<file path="config.mk">
export PLATFORM = sky130hd
export DESIGN_NAME = mvrb_ram
export DESIGN_NICKNAME = d
export VERILOG_FILES = /design/src/hdl/mvrb_ram.sv
export SDC_FILE = /design/constraint.sdc
export NUM_CORES = 1
export LEC_CHECK = 0
export BUFFER_PORTS_ARGS = -buffer_cell sky130_fd_sc_hd__buf_2
export CORE_ASPECT_RATIO = 1.75
export CORE_MARGIN = 2
export CORE_UTILIZATION = 29
export CTS_CLUSTER_DIAMETER = 50
export DETAILED_ROUTE_END_ITERATION = 7
export GPL_TIMING_DRIVEN = 0
export PLACE_DENSITY = 0.55
export SLEW_MARGIN = 5
export SYNTH_ARGS = -nofsm -noshare
export SYNTH_HDL_FRONTEND = slang
export SYNTH_SLANG_ARGS = --single-unit
export TNS_END_PERCENT = 10
</file>
<file path="constraint.sdc">
create_clock -name clk -period 2.75 [get_ports clk]
set_input_delay 0.275 -clock clk [delete_from_list [all_inputs] [get_ports clk]]
set_output_delay 0.275 -clock clk [all_outputs]
set_load 0.005 [all_outputs]
</file>
<file path="src/hdl/mvrb_ram.sv">
// synchronous ram, one write port and one registered read port
module mvrb_ram #(
  parameter int WIDTH = 8,
  parameter int DEPTH = 16,
  parameter int AW    = $clog2(DEPTH)
) (
  input  logic             clk,
  input  logic             we,
  input  logic [AW-1:0]    waddr,
  input  logic [WIDTH-1:0] wdata,
  input  logic [AW-1:0]    raddr,
  output logic [WIDTH-1:0] rdata
);

  logic [WIDTH-1:0] mem [DEPTH];

  // write port
  always_ff @(posedge clk) begin
    if (we) begin
      mem[waddr] <= wdata;
    end
  end

  // registered read port
  always_ff @(posedge clk) begin
    rdata <= mem[raddr];
  end

endmodule

</file>
# After elaboration in Yosys (flattened, before gate mapping)
# Memory sizes are Yosys's and may differ from the RTL's. A register that Yosys moved wholly into a read port is not among the register bits.
# Cells that the tools add are included.
# classes
n_mux,2
# ops
cell,n
1-bit 2-to-1 mux,2
# word_totals
regBits,0
ramBits,128
output_inout_bits,8
word_cells,3
mem_count,1
# mem_list
name,depth,width,read_ports,rd_clocked_by_memory_dff,write_ports,line_no,rtl
mem,16,8,1,1,1,15,logic [WIDTH-1:0] mem [DEPTH];

# Depth between registers and ports, before layout
# logic_depth
word_depth,2
mapped_depth,5

# Worst setup path after synthesis
# Ideal clock, no wire load.
# synth_path
kind,input -> register
start,input port waddr[2]
end,"memory mem[0][0], enable pin"
setup_time_ns,0.383
arrival_time_ns,1.385
path_slack_ns,0.982
path_stages,2
n_path_buf,0
path_cell_list,or3b_2 nor3_1
# synth_lines
item,line_no,rtl
"start, declared",9,"input logic [AW-1:0] waddr,"
"end, declared",15,
# No word-level cell before the write port.

# Worst setup path in the final report
# layout_path
start,input port waddr[2]
end,"memory mem[0][2], enable pin"
# No word-level cell before the write port.

==> impl_metrics.toml <==
[worst_hold_path]
hold_class = "input port to register"
min-delay-start = "wdata[6]"
worstHoldPathCells = 1

[grt]
grt_pass1_vias = 2506
antenna_found_initial = 0
grt_pass1_wl_um = 15700
grt_max_degree = 17
track_usage = 0.120
grt.overflow.total = 0

[routing]
drtIter0Drc = 179
vias = 2332
drc = 0
vias_per_cell = 4.52
wire_per_inst_um = 20.5
ant_nets = 0
dr.pass1.iters = 4
routed_wl_um = 10600

[setup_path]
crit_chain = "buf_2 -> or3b_2 -> nor3_1"
crit_start = "waddr[2]"
worstSetupPathType = "input port to register"
worstSetupStartpointType = "input port"
cp_max_fo = 8
end_kind = "register"
endpoint = "mem[0][2]$_DFFE_PP_"
crit_arrival_ns = 1.85
r2r.worst_path.cells = 3
required_ns = 2.78
rr_endpoint = "rdata[1]$_DFF_P_"
cp_slowest_cell = "nor3_1"
worst-r2r-setup-slack_ns = 1.32
r2r_start = "mem[0][1]$_DFFE_PP_"
max_stage_delay_ns = 0.92

[clock_tree]
insertion_delay_ns = 0.42
cts-htree-levels = 4
cts_inserted_buffers = 17
cts_tree = "yes"
cts.sinks = 136
post-cts-setup-buffer-count = 0
cts_resized = 0
clkTransAtPathRegs_ns = 0.05
hold_buffers = 0
cts_root_buf = "clkbuf_16"
clockBufferDepth = 2

[synthesis]
syn_area_um2 = 5150
yosysSeqAreaShare = 0.778
synth_cell_types = 19
ys_seq_elements = 136
synth_top_family_by_area = "multiplexers"
synth-warning-count = 0
synth_xor_area_frac = 0
synthMuxAreaShare = 0.150
synth_compound_area_frac = 0.0233
synth_area_per_cell_um2 = 22.5
synth-simple-area-share = 0.0318
syn_inst = 229
synthAdderAreaFrac = 0
synth_nets = 247

[placement]
pre_cts_slack_ns = 0.437
dpl.cell_count = 484
portBuffers = 24
gp_congestion = 0.870
dpl.hpwl_um = 7320

[finish]
stdcell_count = 516
multiInputGateArea_um2 = 1070
diodes = 0
area.sequential_um2 = 4000
nets = 290
fillers = 1660
syn_to_final_growth_pct = 20.2
drive_above_1_share = 0.305

[power_and_ir_drop]
p_leak_nw = 2.03
vdd_drop_max_uv = 306
switching_power_mw = 0.970
comb_power_share = 0.047
seqPwrFrac = 0.483
cellPowerDensity_nw_per_um2 = 779
p_sw_frac = 0.202
intPower_mw = 3.85
clkPwrFrac = 0.470

[sta]
fin_ws_ns = 0.935
slew-limit-headroom = 0.181
finalHoldViolCount = 0
maxSlewViolCount = 0
setup_viol = 0
fmax_mhz = 551
fin_crit_sh = 0.660
rsz0062_at_grt = "no"
fin_skew_ns = 0.00827
worstMarginPinSlew_ns = 1.22
period_needed_ns = 1.82
tns_ns = 0

[flow_run]
drv_cap = 0

[die]
die_y_um = 180
placeableCoreArea_um2 = 17500
initial_core_util = 0.295
die_area_um2 = 18900
num_rows = 64
num_io_pins = 26
die-width_um = 105

[run_status]
status = "finished, final reports clean"
layer usage:
metal / GRT usage / wire, um
met1: 0.124 / 4020
met3: 0.0322 / 351
met4: 0.0608 / 254
met5: 0 / 0
met2: 0.221 / 5950
registers in the layout, summed over array words and instances (netlist names):
signal	flops
mem	128
rdata	8
synthesized netlist by cell type (all sizes together):
| cell | instances | area share |
|---|---|---|
| buf | 7 | 0.011 |
| nand3 | 1 | 0.00097 |
| nor2 | 13 | 0.0095 |
| nand2 | 9 | 0.0066 |
| edfxtp | 128 | 0.75 |
| clkdlybuf4s25 | 3 | 0.0058 |
| or3b | 1 | 0.0017 |
| nand3b | 2 | 0.0029 |
| mux4 | 32 | 0.15 |
| and2 | 1 | 0.0012 |
| a22oi | 16 | 0.023 |
| nor2b | 1 | 0.0012 |
| and2b | 1 | 0.0015 |
| dfxtp | 8 | 0.031 |
| nand2b | 2 | 0.0024 |
| nor3 | 4 | 0.0039 |
metrics by stage:
stage	hold slack [ns]	power, mW	utilization	area (um^2)
2_1_floorplan	0.374	2.49	-	5150
3_3_place_gp	0.658	2.59	0.318	5560
3_5_place_dp	0.651	2.60	0.319	5560
4_1_cts	0.261	4.86	0.354	6180
5_1_grt	0.263	4.97	0.354	6190
6_report	0.275	4.82	0.354	6190
placed cells by master (no fill, tap or decap):
| cell | n |
|---|---|
| edfxtp_1 | 128 |
| clkbuf_16 | 21 |
| clkinv_2 | 3 |
| or3b_2 | 1 |
| nor2_1 | 13 |
| and2_1 | 1 |
| nand3_1 | 1 |
| nand3b_1 | 2 |
| clkinvlp_4 | 5 |
| nor3_1 | 2 |
| a22oi_1 | 16 |
| nand2b_1 | 2 |
| mux4_2 | 18 |
| clkdlybuf4s25_2 | 3 |
| and2b_1 | 1 |
| buf_2 | 27 |
| nand2_1 | 9 |
| nor3_2 | 2 |
| clkbuf_8 | 3 |
| nor2b_1 | 1 |
| mux4_1 | 14 |
| dfxtp_1 | 8 |
| buf_6 | 3 |
| buf_4 | 1 |
layout make-up:
| class | count | area share |
|---|---|---|
| plain buffers | 10 | 0.0140 |
| multi-input cells | 83 | 0.173 |
| clock inverters | 8 | 0.00850 |
| repair buffers | 24 | 0.0194 |
| flip-flops and latches | 136 | 0.647 |
| clock buffers | 24 | 0.0916 |
| well taps | 231 | 0.0467 |
worst max-delay path, delay by kind of cell:
kind                   cells  cell delay, ns
and+or+nand+nor            2            1.44
buffers and inverters      1            0.12
logic make-up (layout without fill, tap and decap cells):
| logic type | after synthesis | after routing |
|---|---|---|
| simple gates | 35 | 35 |
| buf+inv | 10 | 66 |
| flops | 136 | 136 |
| compound gates | 16 | 16 |
| mux | 32 | 32 |
worst min path at each step:
stage,to,slack [ns]
2_1_floorplan,mem[0][0]$_DFFE_PP_,0.37
3_3_place_gp,rdata[4],0.66
3_5_place_dp,rdata[5],0.65
4_1_cts,mem[7][5]$_DFFE_PP_,0.26
5_1_grt,mem[11][6]$_DFFE_PP_,0.26
6_report,mem[5][6]$_DFFE_PP_,0.28
power groups by stage:
stage               Combinational, mW  Sequential, mW  Clock, mW
CTS                             0.232            2.33       2.30
global placement                0.224            2.37          0
global route                    0.245            2.33       2.40
finish                          0.226            2.33       2.26
detailed placement              0.232            2.37          0
floorplan                       0.118            2.37          0
Power figures use the tool's default switching activity.
