**src/hdl/mvrb_pkg.sv**
```systemverilog
// shared types, codes and defaults for the mesh vertex ring builder
package mvrb_pkg;

  // default sizes
  localparam int MAX_VERTICES_DEF  = 4096;
  localparam int MAX_TRIANGLES_DEF = 8192;
  localparam int MAX_DEGREE_DEF    = 16;

  // field widths
  localparam int CORNER_W = 12;
  localparam int VALUE_W  = 13;
  localparam int RING_MAX = 16;

  // opcodes
  localparam logic [1:0] OP_LOAD  = 2'd0;
  localparam logic [1:0] OP_QUERY = 2'd1;
  localparam logic [1:0] OP_CLEAR = 2'd2;

  // result status codes
  localparam logic [2:0] ST_LOADED    = 3'd0;
  localparam logic [2:0] ST_REJECTED  = 3'd1;
  localparam logic [2:0] ST_RING      = 3'd2;
  localparam logic [2:0] ST_UNMATCHED = 3'd3;
  localparam logic [2:0] ST_UNUSED    = 3'd4;
  localparam logic [2:0] ST_CLEARED   = 3'd5;

  // one result item
  typedef struct packed {
    logic [2:0]  status;
    logic [12:0] ring_value;
    logic [3:0]  ring_position;
    logic [4:0]  vertex_degree;
    logic        degree_overflow;
    logic        last_of_run;
  } res_t;

endpackage

```
**src/hdl/mvrb_out_stage.sv**
```systemverilog
// output register that decouples result production from the receiver
module mvrb_out_stage (
  input  logic          clk,
  input  logic          rst,
  input  logic          push,
  input  mvrb_pkg::res_t din,
  output logic          space,
  output logic          result_valid,
  input  logic          result_stall,
  output mvrb_pkg::res_t dout
);

  assign space = !result_valid || !result_stall;

  // hold while stalled, refill on transfer
  always_ff @(posedge clk) begin
    if (rst) begin
      result_valid <= 1'b0;
    end else if (space) begin
      result_valid <= push;
    end
  end

  always_ff @(posedge clk) begin
    if (space && push) begin
      dout <= din;
    end
  end

endmodule

```
**config.mk**
```make
export PLATFORM = sky130hd
export DESIGN_NAME = mvrb_out_stage
export DESIGN_NICKNAME = d
export VERILOG_FILES = /design/src/hdl/mvrb_pkg.sv /design/src/hdl/mvrb_out_stage.sv
export SDC_FILE = /design/constraint.sdc
export NUM_CORES = 1
export LEC_CHECK = 0
export BUFFER_PORTS_ARGS = -buffer_cell sky130_fd_sc_hd__clkbuf_2
export CORE_MARGIN = 2
export CORE_UTILIZATION = 42
export CTS_CLUSTER_SIZE = 20
export DETAILED_ROUTE_END_ITERATION = 8
export GPL_ROUTABILITY_DRIVEN = 1
export GPL_TIMING_DRIVEN = 0
export HOLD_SLACK_MARGIN = 0.15
export PLACE_DENSITY = 0.81
export SLEW_MARGIN = 20
export SYNTH_ARGS = -nofsm -noshare
export SYNTH_HDL_FRONTEND = slang
export SYNTH_SLANG_ARGS = --single-unit
export TNS_END_PERCENT = 1
```
**constraint.sdc**
```tcl
create_clock -name clk -period 3.78 [get_ports clk]
set_input_delay 0.567 -clock clk [delete_from_list [all_inputs] [get_ports clk]]
set_output_delay 0.567 -clock clk [all_outputs]
set_load 0.03 [all_outputs]
```
Word-level counts from Yosys, hierarchy flattened. Index checks and enable logic that the tools add are counted.

Flip-flop bits (word level): 28. Word-level logic and storage cells: 11.

Reduce and logical (&&, ||, !) cells: 4.

Operators with widths (count): $logic_not A1 Y1 (2); $logic_and A1 B1 Y1 (1); $logic_or A1 B1 Y1 (1).

Depth between registers and ports, before layout.
Depth after elaboration: 3. Gate-level depth with buffers: 2. Depth with buffers taken out: 2.

Least setup slack after synthesis. OpenSTA, ideal clock, no wires.

Kind: input to register. Start point: input result_stall. End point: register dout[0] (netlist name), enable pin. Arrival time: 1.548 ns. Slack: 1.846 ns. Stages: 2. Path buffers: 0. Cells stage by stage: nand2_1 > and2_1.

Longest elaborated chain between the ends: 3.

RTL lines: start: declaration (RTL line mvrb_out_stage.sv:9) `input logic result_stall,`; $logic_not A1 Y1 (RTL line mvrb_out_stage.sv:13) `assign space = !result_valid || !result_stall;`; $logic_or A1 B1 Y1 (RTL line mvrb_out_stage.sv:13); $logic_and A1 B1 Y1 (RTL line mvrb_out_stage.sv:25) `if (space && push) begin`; end signal: assignment (RTL line mvrb_out_stage.sv:26) `dout <= din;`; end: declaration (RTL line mvrb_out_stage.sv:10) `output mvrb_pkg::res_t dout`.

No other way between the ends. A chain may end at the register's enable or synchronous reset.

Final worst setup path.
Start point: register result_valid. End point: output space.

Longest elaborated chain between the ends: 2.

RTL lines: start: declaration (RTL line mvrb_out_stage.sv:8) `output logic result_valid,`; start signal: assignment (RTL line mvrb_out_stage.sv:20) `result_valid <= push;`; $logic_not A1 Y1 (RTL line mvrb_out_stage.sv:13); $logic_or A1 B1 Y1 (RTL line mvrb_out_stage.sv:13); end: declaration (RTL line mvrb_out_stage.sv:7) `output logic space,`.

No other way between the ends.

==> summary.md <==
| Metric | Value |
|---|---|
| Run status | `finished, final reports clean` |
| Starting Density | `0.4375` |
| Die W | `48.98 um` |
| DP Wirelength | `1.207 mm` |
| Most frequent cells in the layout | `clkbuf_2 (59), edfxtp_1 (27), clkbuf_4 (3)` |
| Clock power frac | `0.215` |
| Post-CTS setup buffers | `0` |
| PostCTS Resize Cnt | `0` |
| Total GRT Usage | `0.1288` |
| Htree depth | `1` |
| CTS Buf Count | `3` |
| Initial antenna violation count | `0` |
| WP data required | `3.21 ns` |
| Worst-path cell chain | `nand2_1, clkbuf_2` |
| NetSw | `137.7 uW` |
| Hold Path Class | `input pin to flip-flop` |
| Largest net degree at the start of global routing | `28` |
| P_leak | `0.0005374 uW` |
| Drt pass-1 iters | `4` |
| Metal-1 WL | `580 um` |
| Final Max Tran Viols | `0` |
| Vias in the first global route | `492` |
| Startpoint types | `flip-flop` |
| Final hold vios | `0` |
| Synthesized area | `849.6 um^2` |
| YS warnings | `0` |
| Yosys reg bits | `28` |
| Post-Layout Inst Area | `1206 um^2` |
| Max_slew headroom | `0.6077` |
| Crit Path Class | `flip-flop to output pin` |
| Max FO, Critical Path | `3` |
| Rows | `16` |
| I/O pin count | `60` |
| Clock sinks | `28` |
| Die ar. | `2399 um^2` |
| CTS tree | `built` |
| Final WL | `1.540 mm` |
| Worst Skew | `0.007607 ns` |
| Die H | `48.98 um` |
| Initial DRC Count | `8` |
| Worst VDD drop | `343.6 uV` |
| Layout cells sized above 1 | `0.6632` |
| Post-DRT Antenna Nets | `0` |
| Post-Syn Instances | `32` |
| Synth-to-layout area growth | `41.97%` |
| Non-filler instance count after layout | `122` |
| Clock slew at reported path FFs | `0.13 ns` |
| Reg2Reg Depth | `2` |
| Internal power | `425.4 uW` |
| Pre-CTS setup slack | `1.746 ns` |
| DRC viols | `0` |
| NumNets Final | `127` |
| Core area | `1942 um^2` |
| Top sig layer | `met4` |
| Switching part of the total | `0.2446` |
| Max Freq | `671.9 MHz` |
| WP data arrival | `0.92 ns` |
| Final setup viols | `0` |
| Clock latency on the worst-skew pair | `0.32 ns` |
| Slew @ Worst Pin | `0.5884 ns` |
| Part of the power in combinational logic | `0.135` |
| Seq/Total Area, Yosys | `0.9779` |
| Final WS setup | `2.292 ns` |
| Detail Route met2 WL | `845 um` |
| DR WL met3 | `79 um` |
| Critical Path Max Stage Delay | `0.37 ns` |
| Placed cells | `118` |
| Placed Area | `1179 um^2` |
| Minimum clock period | `1.488 ns` |
| GRT overflow | `0` |
| Setup TNS | `0 ns` |
| Wire length per cell | `12.62 um` |
| Syn avg cell area | `26.55 um^2` |
| Critical-path top delay cell | `dfxtp_1` |
| WHS Path Cells | `2` |
| CTS root buf | `clkbuf_4` |
| Synthesized Nets | `63` |
| Port Buffers | `59` |
| Fin crit share | `0.3937` |
| First-pass GRT wire length | `2.235 mm` |
| Routability cong. | `0.6291` |
| Part of the power in registers | `0.650` |
| Via count | `508` |
| Vias per inst | `4.164` |
| Pwr Density | `466.9 nW/um^2` |
| Clock buffer depth | `2` |
| Diodes inserted | `0` |
| Max-Cap Viols | `0` |
| RSZ-0062 raised after global routing | `no` |
| Most common cell after layout, fill and taps aside | `clkbuf_2` |
| Library cells used by synthesis | `6` |
| Cts hold-fix bufs | `0` |
| CP Capture Type | `output pin` |
## power groups by stage
stage	clock [uW]	sequential, uW	combinational (uW)
2_1_floorplan	0	410	7.37
6_report	121	366	76.2
5_1_grt	130	368	80.2
4_1_cts	123	367	76.9
3_5_place_dp	0	374	76.9
3_3_place_gp	0	373	75.5
## path summary, 6_finish.rpt
kind	startpoint	endpoint	slack [ns]
hold reg to reg	result_valid	result_valid	0.53
setup reg to reg	result_valid	dout[23]	2.49
setup / recovery	result_valid	space	2.29
hold / removal	rst	result_valid	0.39
## Yosys cell counts, drive strengths merged
| library cell | instances | area share |
|---|---|---|
| and2 | 1 | 0.0074 |
| nor2 | 1 | 0.0044 |
| a21oi | 1 | 0.0059 |
| edfxtp | 27 | 0.95 |
| dfxtp | 1 | 0.024 |
| nand2 | 1 | 0.0044 |
## state kept, by name, indices dropped and copies added, names as in the netlist
signal and flops:
dout 27, result_valid 1
## cells by family after synthesis
group,Yosys count,share of synthesized area
DFF,28,0.9779
AOI/OAI and AO/OA,1,0.005885
and+or+nand+nor,3,0.01620
## through the flow
| stage | util | total power (uW) | hold WS, ns |
|---|---|---|---|
| final | 0.6211 | 563.1 | 0.3917 |
| after global routing | 0.6211 | 578.9 | 0.3918 |
| after CTS | 0.6205 | 566.4 | 0.3900 |
| after detailed placement | 0.6070 | 450.8 | 0.5121 |
| after global placement | 0.6070 | 448.5 | 0.4964 |
| after floorplan | - | 417.3 | 0.6394 |
## layout make-up
class,count,area [um^2]
Timing Repair Buffer,59,295.3
Multi-Input combinational cell,4,20.02
Fill cell,158,735.7
Sequential cell,28,830.8
Tap cell,27,33.78
Clock buffer,4,26.28
## metal layers
metal / track usage / vias to the layer above
met5: 0 / -
met4: 0.07619 / 0
met3: 0.03067 / 4
met2: 0.2420 / 21
met1: 0.1263 / 233
li1: - / 250
## worst max-delay path: cells and delay by family, from the launching register on
kind / cells / cell delay [ns]
and+or+nand+nor: 1 / 0.06
buffers and inverters: 1 / 0.18
DFF: 1 / 0.37
(Power assumes the default switching activity.)
